$ cat config.mk
export PLATFORM = sky130hd
export DESIGN_NAME = pcsb_divider
export DESIGN_NICKNAME = d
export VERILOG_FILES = /design/src/rtl/core/pcsb_pkg.sv /design/src/rtl/core/pcsb_divider.sv
export SDC_FILE = /design/constraint.sdc
export NUM_CORES = 1
export LEC_CHECK = 0
export BUFFER_PORTS_ARGS = -buffer_cell sky130_fd_sc_hd__buf_4
export CORE_ASPECT_RATIO = 1.25
export CORE_MARGIN = 5
export CORE_UTILIZATION = 51
export CTS_BUF_LIST = sky130_fd_sc_hd__clkbuf_8 sky130_fd_sc_hd__clkbuf_16
export DETAILED_ROUTE_END_ITERATION = 6
export PLACE_DENSITY = 0.76
export SETUP_SLACK_MARGIN = 0.2
export SLEW_MARGIN = 0
export SYNTH_ARGS = -nofsm -noshare
export SYNTH_HDL_FRONTEND = slang
export SYNTH_SLANG_ARGS = --single-unit
export TNS_END_PERCENT = 50
$ cat constraint.sdc
create_clock -name aclk -period 2.5 [get_ports aclk]
set_input_delay 0.75 -clock aclk [delete_from_list [all_inputs] [get_ports aclk]]
set_output_delay 0.75 -clock aclk [all_outputs]
set_load 0.03 [all_outputs]
$ cat src/rtl/core/pcsb_pkg.sv
// Shared types, constants and the region table for the corner-swap bin finder.
`timescale 1ns / 1ps
`default_nettype none

package pcsb_pkg;

    // Configuration port layout.
    localparam int PADDR_W = 4;
    localparam int PDATA_W = 32;
    localparam logic [1:0] REG_TANG = 2'd0;
    localparam logic [1:0] REG_VIEW = 2'd1;
    localparam logic [1:0] REG_MASH = 2'd2;

    localparam logic [9:0] TANG_RESET = 10'd288;
    localparam logic [9:0] VIEW_RESET = 10'd288;
    localparam logic [3:0] MASH_RESET = 4'd1;

    // Result status codes.
    localparam logic [2:0] ST_NEW_BIN   = 3'd0;
    localparam logic [2:0] ST_MODE_SKIP = 3'd1;
    localparam logic [2:0] ST_OUT_RANGE = 3'd2;
    localparam logic [2:0] ST_DUPLICATE = 3'd3;
    localparam logic [2:0] ST_BAD_VIEWS = 3'd4;
    localparam logic [2:0] ST_BIG_OFFSET = 3'd5;

    // Region table selection.
    localparam logic [1:0] SEL_16BLK = 2'd0;
    localparam logic [1:0] SEL_14BLK = 2'd1;
    localparam logic [1:0] SEL_12BLK = 2'd2;

    // Half-ring modes of a table row.
    localparam logic [1:0] MODE_BOTH  = 2'd0;
    localparam logic [1:0] MODE_UPPER = 2'd1;
    localparam logic [1:0] MODE_LOWER = 2'd2;

    // Shared divider geometry.
    localparam int DIV_DVD_W  = 17;
    localparam int DIV_DVS_W  = 15;
    localparam int DIV_STEP_W = 5;

    // Seen-bin bitmap row geometry.
    localparam int BMP_WORD_W = 32;
    localparam int BMP_SEL_W  = 5;

    // Width of the signed bin number before range checking.
    localparam int BIN_CALC_W = 26;

    typedef struct packed {
        logic [3:0] lo;
        logic [3:0] hi;
        logic [1:0] mode;
    } row_t;

    typedef struct packed {
        logic                 start;
        logic [DIV_DVD_W-1:0] dividend;
        logic [DIV_DVS_W-1:0] divisor;
    } div_req_t;

    typedef struct packed {
        logic                 done;
        logic [DIV_DVD_W-1:0] quotient;
        logic [DIV_DVS_W-1:0] remainder;
    } div_rsp_t;

    typedef struct packed {
        logic lookup;
        logic mark;
    } bmp_req_t;

    typedef struct packed {
        logic clearing;
        logic hit;
    } bmp_rsp_t;

    function automatic row_t region_row(input logic [1:0] sel, input logic [2:0] region);
        row_t row;
        case ({sel, region})
            {SEL_16BLK, 3'd0}: row = {4'd0,  4'd5,  MODE_BOTH};
            {SEL_16BLK, 3'd1}: row = {4'd0,  4'd6,  MODE_BOTH};
            {SEL_16BLK, 3'd2}: row = {4'd0,  4'd7,  MODE_UPPER};
            {SEL_16BLK, 3'd3}: row = {4'd1,  4'd6,  MODE_UPPER};
            {SEL_16BLK, 3'd4}: row = {4'd10, 4'd15, MODE_BOTH};
            {SEL_16BLK, 3'd5}: row = {4'd9,  4'd15, MODE_BOTH};
            {SEL_16BLK, 3'd6}: row = {4'd8,  4'd15, MODE_LOWER};
            {SEL_16BLK, 3'd7}: row = {4'd9,  4'd14, MODE_LOWER};
            {SEL_14BLK, 3'd0}: row = {4'd0,  4'd4,  MODE_BOTH};
            {SEL_14BLK, 3'd1}: row = {4'd0,  4'd5,  MODE_BOTH};
            {SEL_14BLK, 3'd2}: row = {4'd0,  4'd6,  MODE_UPPER};
            {SEL_14BLK, 3'd3}: row = {4'd1,  4'd5,  MODE_UPPER};
            {SEL_14BLK, 3'd4}: row = {4'd9,  4'd13, MODE_BOTH};
            {SEL_14BLK, 3'd5}: row = {4'd8,  4'd13, MODE_BOTH};
            {SEL_14BLK, 3'd6}: row = {4'd8,  4'd12, MODE_LOWER};
            {SEL_14BLK, 3'd7}: row = {4'd7,  4'd13, MODE_LOWER};
            {SEL_12BLK, 3'd0}: row = {4'd0,  4'd3,  MODE_BOTH};
            {SEL_12BLK, 3'd1}: row = {4'd0,  4'd4,  MODE_BOTH};
            {SEL_12BLK, 3'd2}: row = {4'd0,  4'd5,  MODE_UPPER};
            {SEL_12BLK, 3'd3}: row = {4'd1,  4'd4,  MODE_UPPER};
            {SEL_12BLK, 3'd4}: row = {4'd8,  4'd11, MODE_BOTH};
            {SEL_12BLK, 3'd5}: row = {4'd7,  4'd11, MODE_BOTH};
            {SEL_12BLK, 3'd6}: row = {4'd7,  4'd10, MODE_LOWER};
            {SEL_12BLK, 3'd7}: row = {4'd6,  4'd11, MODE_LOWER};
            default:           row = {4'd0,  4'd0,  MODE_BOTH};
        endcase
        return row;
    endfunction

endpackage

`default_nettype wire

$ cat src/rtl/core/pcsb_divider.sv
// Shared restoring divider, one quotient bit per cycle.
`timescale 1ns / 1ps
`default_nettype none

module pcsb_divider (
    input  wire logic               aclk,
    input  wire logic               aresetn,
    input  wire pcsb_pkg::div_req_t req,
    output pcsb_pkg::div_rsp_t      rsp
);

    localparam int DVD_W = pcsb_pkg::DIV_DVD_W;
    localparam int DVS_W = pcsb_pkg::DIV_DVS_W;
    localparam int STP_W = pcsb_pkg::DIV_STEP_W;
    localparam logic [STP_W-1:0] STEP_LAST = STP_W'(DVD_W - 1);

    logic             busy_reg, busy_next;
    logic             done_reg, done_next;
    logic [STP_W-1:0] step_reg, step_next;
    logic [DVD_W-1:0] dvd_reg, dvd_next;
    logic [DVS_W-1:0] rem_reg, rem_next;
    logic [DVS_W-1:0] dvs_reg, dvs_next;
    logic [DVS_W:0]   shifted;
    logic [DVS_W+1:0] trial;

    // The dividend shifts out at the top while quotient bits shift in at the bottom.
    assign shifted = {rem_reg, dvd_reg[DVD_W-1]};
    assign trial   = {1'b0, shifted} - {2'b00, dvs_reg};

    always_comb begin
        busy_next = busy_reg;
        done_next = 1'b0;
        step_next = step_reg;
        dvd_next  = dvd_reg;
        rem_next  = rem_reg;
        dvs_next  = dvs_reg;
        if (req.start) begin
            busy_next = 1'b1;
            step_next = '0;
            dvd_next  = req.dividend;
            rem_next  = '0;
            dvs_next  = req.divisor;
        end else if (busy_reg) begin
            if (!trial[DVS_W+1]) begin
                rem_next = trial[DVS_W-1:0];
            end else begin
                rem_next = shifted[DVS_W-1:0];
            end
            dvd_next = {dvd_reg[DVD_W-2:0], ~trial[DVS_W+1]};
            if (step_reg == STEP_LAST) begin
                busy_next = 1'b0;
                done_next = 1'b1;
            end else begin
                step_next = step_reg + 1'b1;
            end
        end
    end

    always_ff @(posedge aclk) begin
        if (!aresetn) begin
            busy_reg <= 1'b0;
            done_reg <= 1'b0;
            step_reg <= '0;
        end else begin
            busy_reg <= busy_next;
            done_reg <= done_next;
            step_reg <= step_next;
        end
    end

    always_ff @(posedge aclk) begin
        dvd_reg <= dvd_next;
        rem_reg <= rem_next;
        dvs_reg <= dvs_next;
    end

    assign rsp.done      = done_reg;
    assign rsp.quotient  = dvd_reg;
    assign rsp.remainder = rem_reg;

endmodule

`default_nettype wire

==> impl_metrics.env, run 1 <==
export IMPL_status="finished, final reports clean"
export IMPL_core_sq_mm=0.00570
export IMPL_vias=2420
export IMPL_tightest_slew_ps=457
export IMPL_fmax_mhz=454
export IMPL_synth_distinct_cells=52
export IMPL_holdBufCountCts=0
export IMPL_clkSinkCount=54
export IMPL_finalMaxSlewViolations=0
export IMPL_viasPerCell=5.83
export IMPL_die_area_sq_mm=0.00742
export IMPL_drt_pre_antenna_iters=4
export IMPL_drt_iter0_drc=139
export IMPL_pwr_share_seq=0.471
export IMPL_rows=31
export IMPL_ys_seq_area_frac=0.475
export IMPL_p_sw_w=0.000739
export IMPL_finalSetupTns_ps=0
export IMPL_routed_wl_microns=6840
export IMPL_yosys_area_top_type_share=0.326
export IMPL_ant_nets=0
export IMPL_die_h_microns=95.0
export IMPL_holdCritPathClass="register to register"
export IMPL_largest_register_ffs=17
export IMPL_skew_ps=6.79
export IMPL_async_reset_ff_frac=0
export IMPL_synth_top_cell_by_area="edfxtp_1"
export IMPL_maxCapViolCount=0
export IMPL_port_buffers=67
export IMPL_areaGrowthSynthToFinish_pct=24.9
export IMPL_grt_max_degree=28
export IMPL_power_density_mw_per_mm2=619
export IMPL_finalNetCount=401
export IMPL_antenna_found_initial=0
export IMPL_finalSetupViolCount=0
export IMPL_gr_total_overflow=0
export IMPL_path_clk_slew_ps=90
export IMPL_placed_cells=404
export IMPL_grt_pass1_vias=2426
export IMPL_yosys_warnings=0
export IMPL_final_cells=415
export IMPL_crit_type="register to register"
export IMPL_fill_cells=499
export IMPL_critPathLaunchType="register"
export IMPL_gp_congestion=0.868
export IMPL_die_w_microns=78.0
export IMPL_grt_pass1_wl_microns=10900
export IMPL_drc=0
export IMPL_synth_edff_count=32
export IMPL_dp_final_hpwl_microns=4950
export IMPL_cell_internal_pwr_w=0.00154
export IMPL_netlist_instances=277
export IMPL_hold_viol=0
export IMPL_clk_latency_ps=310
export IMPL_arrival_ps=2400
export IMPL_synth_area_top_cells="edfxtp_1 33%, dfxtp_1 15%, ha_1 7.2%"
export IMPL_ios=68
export IMPL_grt_usage=0.183
export IMPL_ir_worst_vdd_uv=507
export IMPL_slew_headroom=0.694
export IMPL_clkPwrFrac=0.219
export IMPL_p_sw_frac=0.324
export IMPL_wl_per_cell_microns=16.5
export IMPL_cts_tree="yes"
export IMPL_drive_gt1_frac=0.335
export IMPL_worst_path_max_fanout=3
export IMPL_cp_end_kind="register"
export IMPL_p_leak_nw=1.56
export IMPL_synth_nets=330
export IMPL_n_antenna_cell=0
export IMPL_rsz0062_at_grt="true"
export IMPL_numCtsBuffers=5
export IMPL_synth_area_sq_mm=0.00295
export IMPL_avgSynthCellArea_sq_um=10.7
export IMPL_htree_levels=2
export IMPL_cp_required_ps=2700
export IMPL_p_comb_frac=0.310
export IMPL_cts_buffer_depth=2
export IMPL_dominantRegCellSynth="edfxtp_1"
export IMPL_root_buffer="clkbuf_8"
export IMPL_ys_top_cells_by_count="32 x edfxtp_1, 22 x dfxtp_1, 22 x inv_1, 22 x nand2_1, 22 x nor2_1"
export IMPL_yosysMostFrequentCell="edfxtp_1"
export IMPL_fin_crit_ps=2200
export IMPL_start_util=0.517
export IMPL_synth_seq_cells=54
export IMPL_period_share=0.881
-- worst paths after layout --
| check | cells past startpoint | to | slack, ps | start |
|---|---|---|---|---|
| worst max-delay path | 9 | rem_reg[14] | 300 | dvd_reg[16] |
| worst min-delay path | 2 | rem_reg[13] | 530 | rem_reg[13] |
| worst min register to register | 2 | rem_reg[13] | 530 | rem_reg[13] |
| worst max register to register | 9 | rem_reg[14] | 300 | dvd_reg[16] |
-- worst max-delay path, stage by stage, from the launching register on --
cell,delay [ps]
edfxtp_1,380
inv_1,60
ha_2,200
fa_2,350
nand2b_4,180
a2111oi_2,390
nor4_2,120
o21ai_1,190
xnor2_1,140
o21ai_1,80
-- layer usage --
layer / share of wire / GRT usage / up-vias
li1: - / - / 1169
met1: 0.40 / 0.212 / 1143
met2: 0.49 / 0.302 / 95
met3: 0.086 / 0.0624 / 13
met4: 0.023 / 0.0887 / 0
met5: 0 / 0 / -
-- through the flow --
step / worst slack, ps / util / hold WS (ps) / total power (W) / area (sq um)
floorplan: 210 / - / 479 / 0.00156 / 2970
global placement: 207 / 0.620 / 496 / 0.00175 / 3530
detailed placement: 119 / 0.620 / 512 / 0.00177 / 3530
CTS: 148 / 0.637 / 526 / 0.00228 / 3630
global route: 185 / 0.646 / 555 / 0.00240 / 3680
finish: 296 / 0.646 / 525 / 0.00228 / 3680
-- final cells by class --
type,count,area [sq um],area share
clock buffer,6,82.6,0.0224
multi-input combinational,191,1470,0.399
tap,66,82.6,0.0224
timing repair buffer,74,556,0.151
sequential,54,1400,0.380
clock inverter,2,8.76,0.00238
inverter,22,82.6,0.0224
-- power groups by stage --
stage                     sequential [W]  clock (W)  combinational, W
after floorplan                  0.00119          0          0.000372
after global placement           0.00109          0          0.000662
after detailed placement         0.00109          0          0.000676
after CTS                        0.00108   0.000520          0.000681
after global routing             0.00109   0.000551          0.000767
final                            0.00107   0.000499          0.000707
-- cells by family after synthesis --
group | Yosys count | synth area share
AOI/OAI and AO/OA | 65 | 0.164
xor gates and xnor gates | 12 | 0.0356
adders and majority gates | 18 | 0.0789
buffers and inverters | 33 | 0.0483
DFF | 54 | 0.475
muxes | 22 | 0.0818
and+or+nand+nor | 73 | 0.116
-- timing repair --
action / CTS / global route
setup endpoints to repair: 10 / 15
resized for setup: 1 / 6
pin swaps: 0 / 2
setup buffers: 0 / 2
cloned: 0 / 1
-- cell usage in the layout, fill, tap and decap left out, types with 3 or more instances in the layout --
cell type	instances
a211oi_1	8
a21oi_1	10
buf_4	74
mux2i_1	5
o21ai_0	7
xnor2_1	7
nand3_1	6
nor2_1	22
inv_1	23
ha_1	16
a311oi_1	4
nor3_1	4
nand2_1	22
edfxtp_1	32
a21o_1	4
xor2_1	5
mux2_2	17
o211ai_1	3
nand4_1	4
clkbuf_8	6
dfxtp_1	22
o21a_1	3
(Power assumes the default switching activity.)
==> run 2, diff against run 1 <==
--- a/config.mk
+++ b/config.mk
@@ -6,12 +6,14 @@
 export NUM_CORES = 1
 export LEC_CHECK = 0
 export BUFFER_PORTS_ARGS = -buffer_cell sky130_fd_sc_hd__buf_4
+export CELL_PAD_IN_SITES_DETAIL_PLACEMENT = 0
+export CELL_PAD_IN_SITES_GLOBAL_PLACEMENT = 1
 export CORE_ASPECT_RATIO = 1.25
 export CORE_MARGIN = 5
-export CORE_UTILIZATION = 51
+export CORE_UTILIZATION = 42
 export CTS_BUF_LIST = sky130_fd_sc_hd__clkbuf_8 sky130_fd_sc_hd__clkbuf_16
 export DETAILED_ROUTE_END_ITERATION = 6
-export PLACE_DENSITY = 0.76
+export PLACE_DENSITY_LB_ADDON = 0.1
 export SETUP_SLACK_MARGIN = 0.2
 export SLEW_MARGIN = 0
 export SYNTH_ARGS = -nofsm -noshare
==> impl_metrics.env, run 2 (synthesis results as in run 1) <==
export IMPL_status="finished, final reports clean"
export IMPL_p_leak_nw=1.57
export IMPL_fin_crit_ps=2210
export IMPL_layout_common_cells="77 x buf_4, 32 x edfxtp_1"
export IMPL_cts_buffer_depth=2
export IMPL_finalSetupViolCount=0
export IMPL_fin_area_sq_mm=0.00372
export IMPL_finalNetCount=404
export IMPL_port_buffers=67
export IMPL_die_w_microns=85.0
export IMPL_ir_worst_vdd_uv=370
export IMPL_rsz0062_at_grt="true"
export IMPL_period_share=0.884
export IMPL_fill_cells=661
export IMPL_grt_max_degree=29
export IMPL_cp_end_kind="register"
export IMPL_maxCapViolCount=0
export IMPL_path_clk_slew_ps=100
export IMPL_ios=68
export IMPL_cts_tree="yes"
export IMPL_grt_usage=0.159
export IMPL_slew_headroom=0.667
export IMPL_drt_pre_antenna_iters=4
export IMPL_viasPerCell=5.32
export IMPL_routed_wl_microns=6930
export IMPL_gp_congestion=0.769
export IMPL_die_h_microns=104
export IMPL_grt_pass1_wl_microns=11500
export IMPL_n_antenna_cell=0
export IMPL_holdCritPathClass="register to register"
export IMPL_largest_register_ffs=17
export IMPL_power_density_mw_per_mm2=639
export IMPL_areaGrowthSynthToFinish_pct=26.3
export IMPL_drt_iter0_drc=77
export IMPL_p_comb_frac=0.297
export IMPL_p_sw_w=0.000754
export IMPL_core_sq_mm=0.00689
export IMPL_critPathLaunchType="register"
export IMPL_tightest_slew_ps=495
export IMPL_arrival_ps=2430
export IMPL_clkSinkCount=54
export IMPL_final_common_cell="buf_4"
export IMPL_place_area_sq_mm=0.00358
export IMPL_ant_nets=0
export IMPL_cell_internal_pwr_w=0.00163
export IMPL_grt_pass1_vias=2387
export IMPL_drc=0
export IMPL_root_buffer="clkbuf_8"
export IMPL_numCtsBuffers=5
export IMPL_post_place_ws_ps=189
export IMPL_die_area_sq_mm=0.00881
export IMPL_cp_required_ps=2720
export IMPL_worst_path_max_fanout=9
export IMPL_gr_total_overflow=0
export IMPL_holdWs_ps=529
export IMPL_antenna_found_initial=0
export IMPL_rows=34
export IMPL_wl_per_cell_microns=15.7
export IMPL_crit_type="register to register"
export IMPL_vias=2352
export IMPL_start_util=0.428
export IMPL_hold_viol=0
export IMPL_layout_setup_ws_ps=290
export IMPL_holdBufCountCts=0
export IMPL_dp_final_hpwl_microns=5180
export IMPL_fmax_mhz=452
export IMPL_htree_levels=2
export IMPL_skew_ps=6.84
export IMPL_p_sw_frac=0.317
export IMPL_clk_latency_ps=310
export IMPL_drive_gt1_frac=0.332
export IMPL_finalSetupTns_ps=0
export IMPL_clkPwrFrac=0.252
export IMPL_finalMaxSlewViolations=0
export IMPL_pwr_share_seq=0.451
run 2: timing repair:
action	CTS	global route
pin swaps	0	2
hold endpoints to repair	0	0
buffers inserted	1	3
resized for setup	0	1
setup endpoints to repair	1	9
run 2: path summary, 6_finish.rpt:
| kind | startpoint | to | slack (ps) | cells past startpoint |
|---|---|---|---|---|
| max | dvd_reg[16] | rem_reg[1] | 290 | 10 |
| min | rem_reg[4] | rem_reg[4] | 530 | 2 |
| max reg2reg | dvd_reg[16] | rem_reg[1] | 290 | 10 |
| min reg2reg | rem_reg[4] | rem_reg[4] | 530 | 2 |
run 2: power by group through the flow:
stage          Combinational (W)  Sequential [W]  Clock (W)
2_1_floorplan           0.000372         0.00119          0
3_3_place_gp            0.000695         0.00109          0
3_5_place_dp            0.000698         0.00110          0
4_1_cts                 0.000704         0.00108   0.000626
5_1_grt                 0.000772         0.00109   0.000661
6_report                0.000706         0.00107   0.000600
run 2: layout make-up:
class / count / area (sq um) / area share
timing repair buffer: 78 / 589 / 0.158
inverter: 22 / 82.6 / 0.0222
multi-input combinational: 190 / 1430 / 0.383
sequential: 54 / 1400 / 0.376
clock buffer: 5 / 68.8 / 0.0185
clock inverter: 3 / 43.8 / 0.0118
tap: 90 / 113 / 0.0302
run 2: layer usage:
metal  wire length [microns]  track usage  vias up
met3                     438       0.0453        5
met2                    3350        0.256       69
met5                       0            0        -
met4                      59       0.0419        0
li1                        -            -     1169
met1                    3080        0.210     1109
run 2: metrics by stage:
stage	cells	total power, W	utilization
after CTS	439	0.00241	0.537
after detailed placement	430	0.00179	0.519
after global placement	430	0.00179	0.519
after floorplan	277	0.00156	-
final	442	0.00238	0.540
after global routing	442	0.00252	0.540
run 2: critical path: stages, from the launching register on:
cell      delay, ps
edfxtp_1        360
inv_1            50
ha_2            190
fa_2            350
nand2b_4        170
a21oi_4         130
o21a_2          190
a21oi_2          70
buf_6           150
or4_1           390
o311ai_1         80
==> run 3, diff against run 2 <==
--- a/config.mk
+++ b/config.mk
@@ -14,7 +14,7 @@
 export CTS_BUF_LIST = sky130_fd_sc_hd__clkbuf_8 sky130_fd_sc_hd__clkbuf_16
 export DETAILED_ROUTE_END_ITERATION = 6
 export PLACE_DENSITY_LB_ADDON = 0.1
-export SETUP_SLACK_MARGIN = 0.2
+export SETUP_SLACK_MARGIN = 0.4
 export SLEW_MARGIN = 0
 export SYNTH_ARGS = -nofsm -noshare
 export SYNTH_HDL_FRONTEND = slang
==> impl_metrics.env, run 3 (synthesis results as in run 1) <==
export IMPL_multi_input_area_sq_mm=0.00157
export IMPL_placed_cells=429
export IMPL_rsz0062_at_grt="true"
export IMPL_dp_final_hpwl_microns=5020
export IMPL_slew_headroom=0.616
export IMPL_vias=2359
export IMPL_n_antenna_cell=0
export IMPL_drt_iter0_drc=72
export IMPL_crit_type="register to register"
export IMPL_status="finished, final reports clean"
export IMPL_ios=68
export IMPL_largest_register_ffs=17
export IMPL_hold_viol=0
export IMPL_grt_pass1_wl_microns=11700
export IMPL_critPathLaunchType="register"
export IMPL_final_common_cell="buf_4"
export IMPL_htree_levels=2
export IMPL_grt_pass1_vias=2512
export IMPL_grt_max_degree=28
export IMPL_power_density_mw_per_mm2=625
export IMPL_period_share=0.881
export IMPL_gr_total_overflow=0
export IMPL_drc=0
export IMPL_start_util=0.428
export IMPL_wl_per_cell_microns=15.7
export IMPL_holdBufCountCts=0
export IMPL_die_w_microns=85.0
export IMPL_fill_cells=630
export IMPL_numCtsBuffers=5
export IMPL_final_cells=447
export IMPL_tightest_slew_ps=574
export IMPL_finalMaxSlewViolations=0
export IMPL_arrival_ps=2270
export IMPL_core_sq_mm=0.00689
export IMPL_area_sequential_sq_mm=0.00141
export IMPL_fmax_mhz=454
export IMPL_clkSinkCount=54
export IMPL_utilization=0.565
export IMPL_cp_end_kind="register"
export IMPL_port_buffers=67
export IMPL_drt_pre_antenna_iters=4
export IMPL_worst_path_max_fanout=6
export IMPL_root_buffer="clkbuf_8"
export IMPL_ir_worst_vdd_uv=326
export IMPL_antenna_found_initial=0
export IMPL_gp_congestion=0.862
export IMPL_cts_buffer_depth=2
export IMPL_clk_latency_ps=310
export IMPL_grt_usage=0.161
export IMPL_finalSetupTns_ps=0
export IMPL_areaGrowthSynthToFinish_pct=32.1
export IMPL_viasPerCell=5.28
export IMPL_finalNetCount=409
export IMPL_drive_gt1_frac=0.381
export IMPL_path_clk_slew_ps=100
export IMPL_die_area_sq_mm=0.00881
export IMPL_cts_tree="yes"
export IMPL_rows=34
export IMPL_layout_common_cells="81 x buf_4, 32 x edfxtp_1, 23 x inv_1, 22 x nor2_1, 22 x nand2_1"
export IMPL_total_power_w=0.00243
export IMPL_fin_crit_ps=2200
export IMPL_p_leak_nw=1.61
export IMPL_holdCritPathClass="register to register"
export IMPL_maxCapViolCount=0
export IMPL_routed_wl_microns=7000
export IMPL_cp_required_ps=2570
export IMPL_ant_nets=0
export IMPL_finalSetupViolCount=0
export IMPL_die_h_microns=104
export IMPL_skew_ps=7.30
run 3: cell count changes in the layout (fill, tap and decap cells not counted), moves of 2 or more:
| cell | change |
|---|---|
| ha_1 | -3 |
| dfxtp_1 | -3 |
| ha_2 | +2 |
| a211oi_2 | +2 |
| buf_4 | +4 |
| a21oi_4 | +2 |
| dfxtp_2 | +3 |
| a211oi_1 | -2 |
run 3: layout make-up:
cell class              count  area share
clock buffers               5      0.0177
clock inverters             3      0.0106
inverters                  22      0.0212
multi-input cells         191       0.402
flip-flops and latches     54       0.361
well taps                  90      0.0289
repair buffers             82       0.159
run 3: routing by layer:
| layer | vias up | part of all wire | GRT usage |
|---|---|---|---|
| met5 | - | 0 | 0 |
| met4 | 0 | 0.017 | 0.0486 |
| met3 | 9 | 0.058 | 0.0500 |
| met2 | 59 | 0.50 | 0.276 |
| met1 | 1112 | 0.43 | 0.191 |
| li1 | 1179 | - | - |
run 3: power by group:
group          switching (W)  internal, W  leakage, nW
clock               0.000294     0.000295       0.0556
combinational       0.000434     0.000333         1.05
sequential         0.0000496      0.00103        0.499
run 3: worst paths after layout:
path	start	end	slack [ps]	cells past startpoint
setup / recovery	dvs_reg[7]	dvd_reg[0]	300	8
hold / removal	rem_reg[6]	rem_reg[6]	520	2
setup reg to reg	dvs_reg[7]	dvd_reg[0]	300	8
hold reg to reg	rem_reg[6]	rem_reg[6]	520	2
run 3: what timing repair did:
action | CTS | global route
gates resized for setup | 11 | 12
endpoints found under the setup margin | 16 | 16
buffers inserted | 7 | 2
pin swaps | 7 | 3
hold endpoints to repair | 0 | 0
gates cloned | 1 | 0
run 3: worst max-delay path: stages (launching register included):
cell and delay, ps:
edfxtp_1 380, inv_1 60, ha_2 310, a21oi_4 220
nand2_1 110, o21a_4 250, buf_4 140, a21o_4 240
mux2_2 260
run 3: metrics by stage:
| step | setup WS, ps | cell area, sq um | hold WS [ps] |
|---|---|---|---|
| 2_1_floorplan | 210 | 2980 | 479 |
| 3_3_place_gp | 272 | 3580 | 500 |
| 3_5_place_dp | 164 | 3580 | 506 |
| 4_1_cts | 285 | 3800 | 533 |
| 5_1_grt | 195 | 3900 | 557 |
| 6_report | 297 | 3900 | 520 |
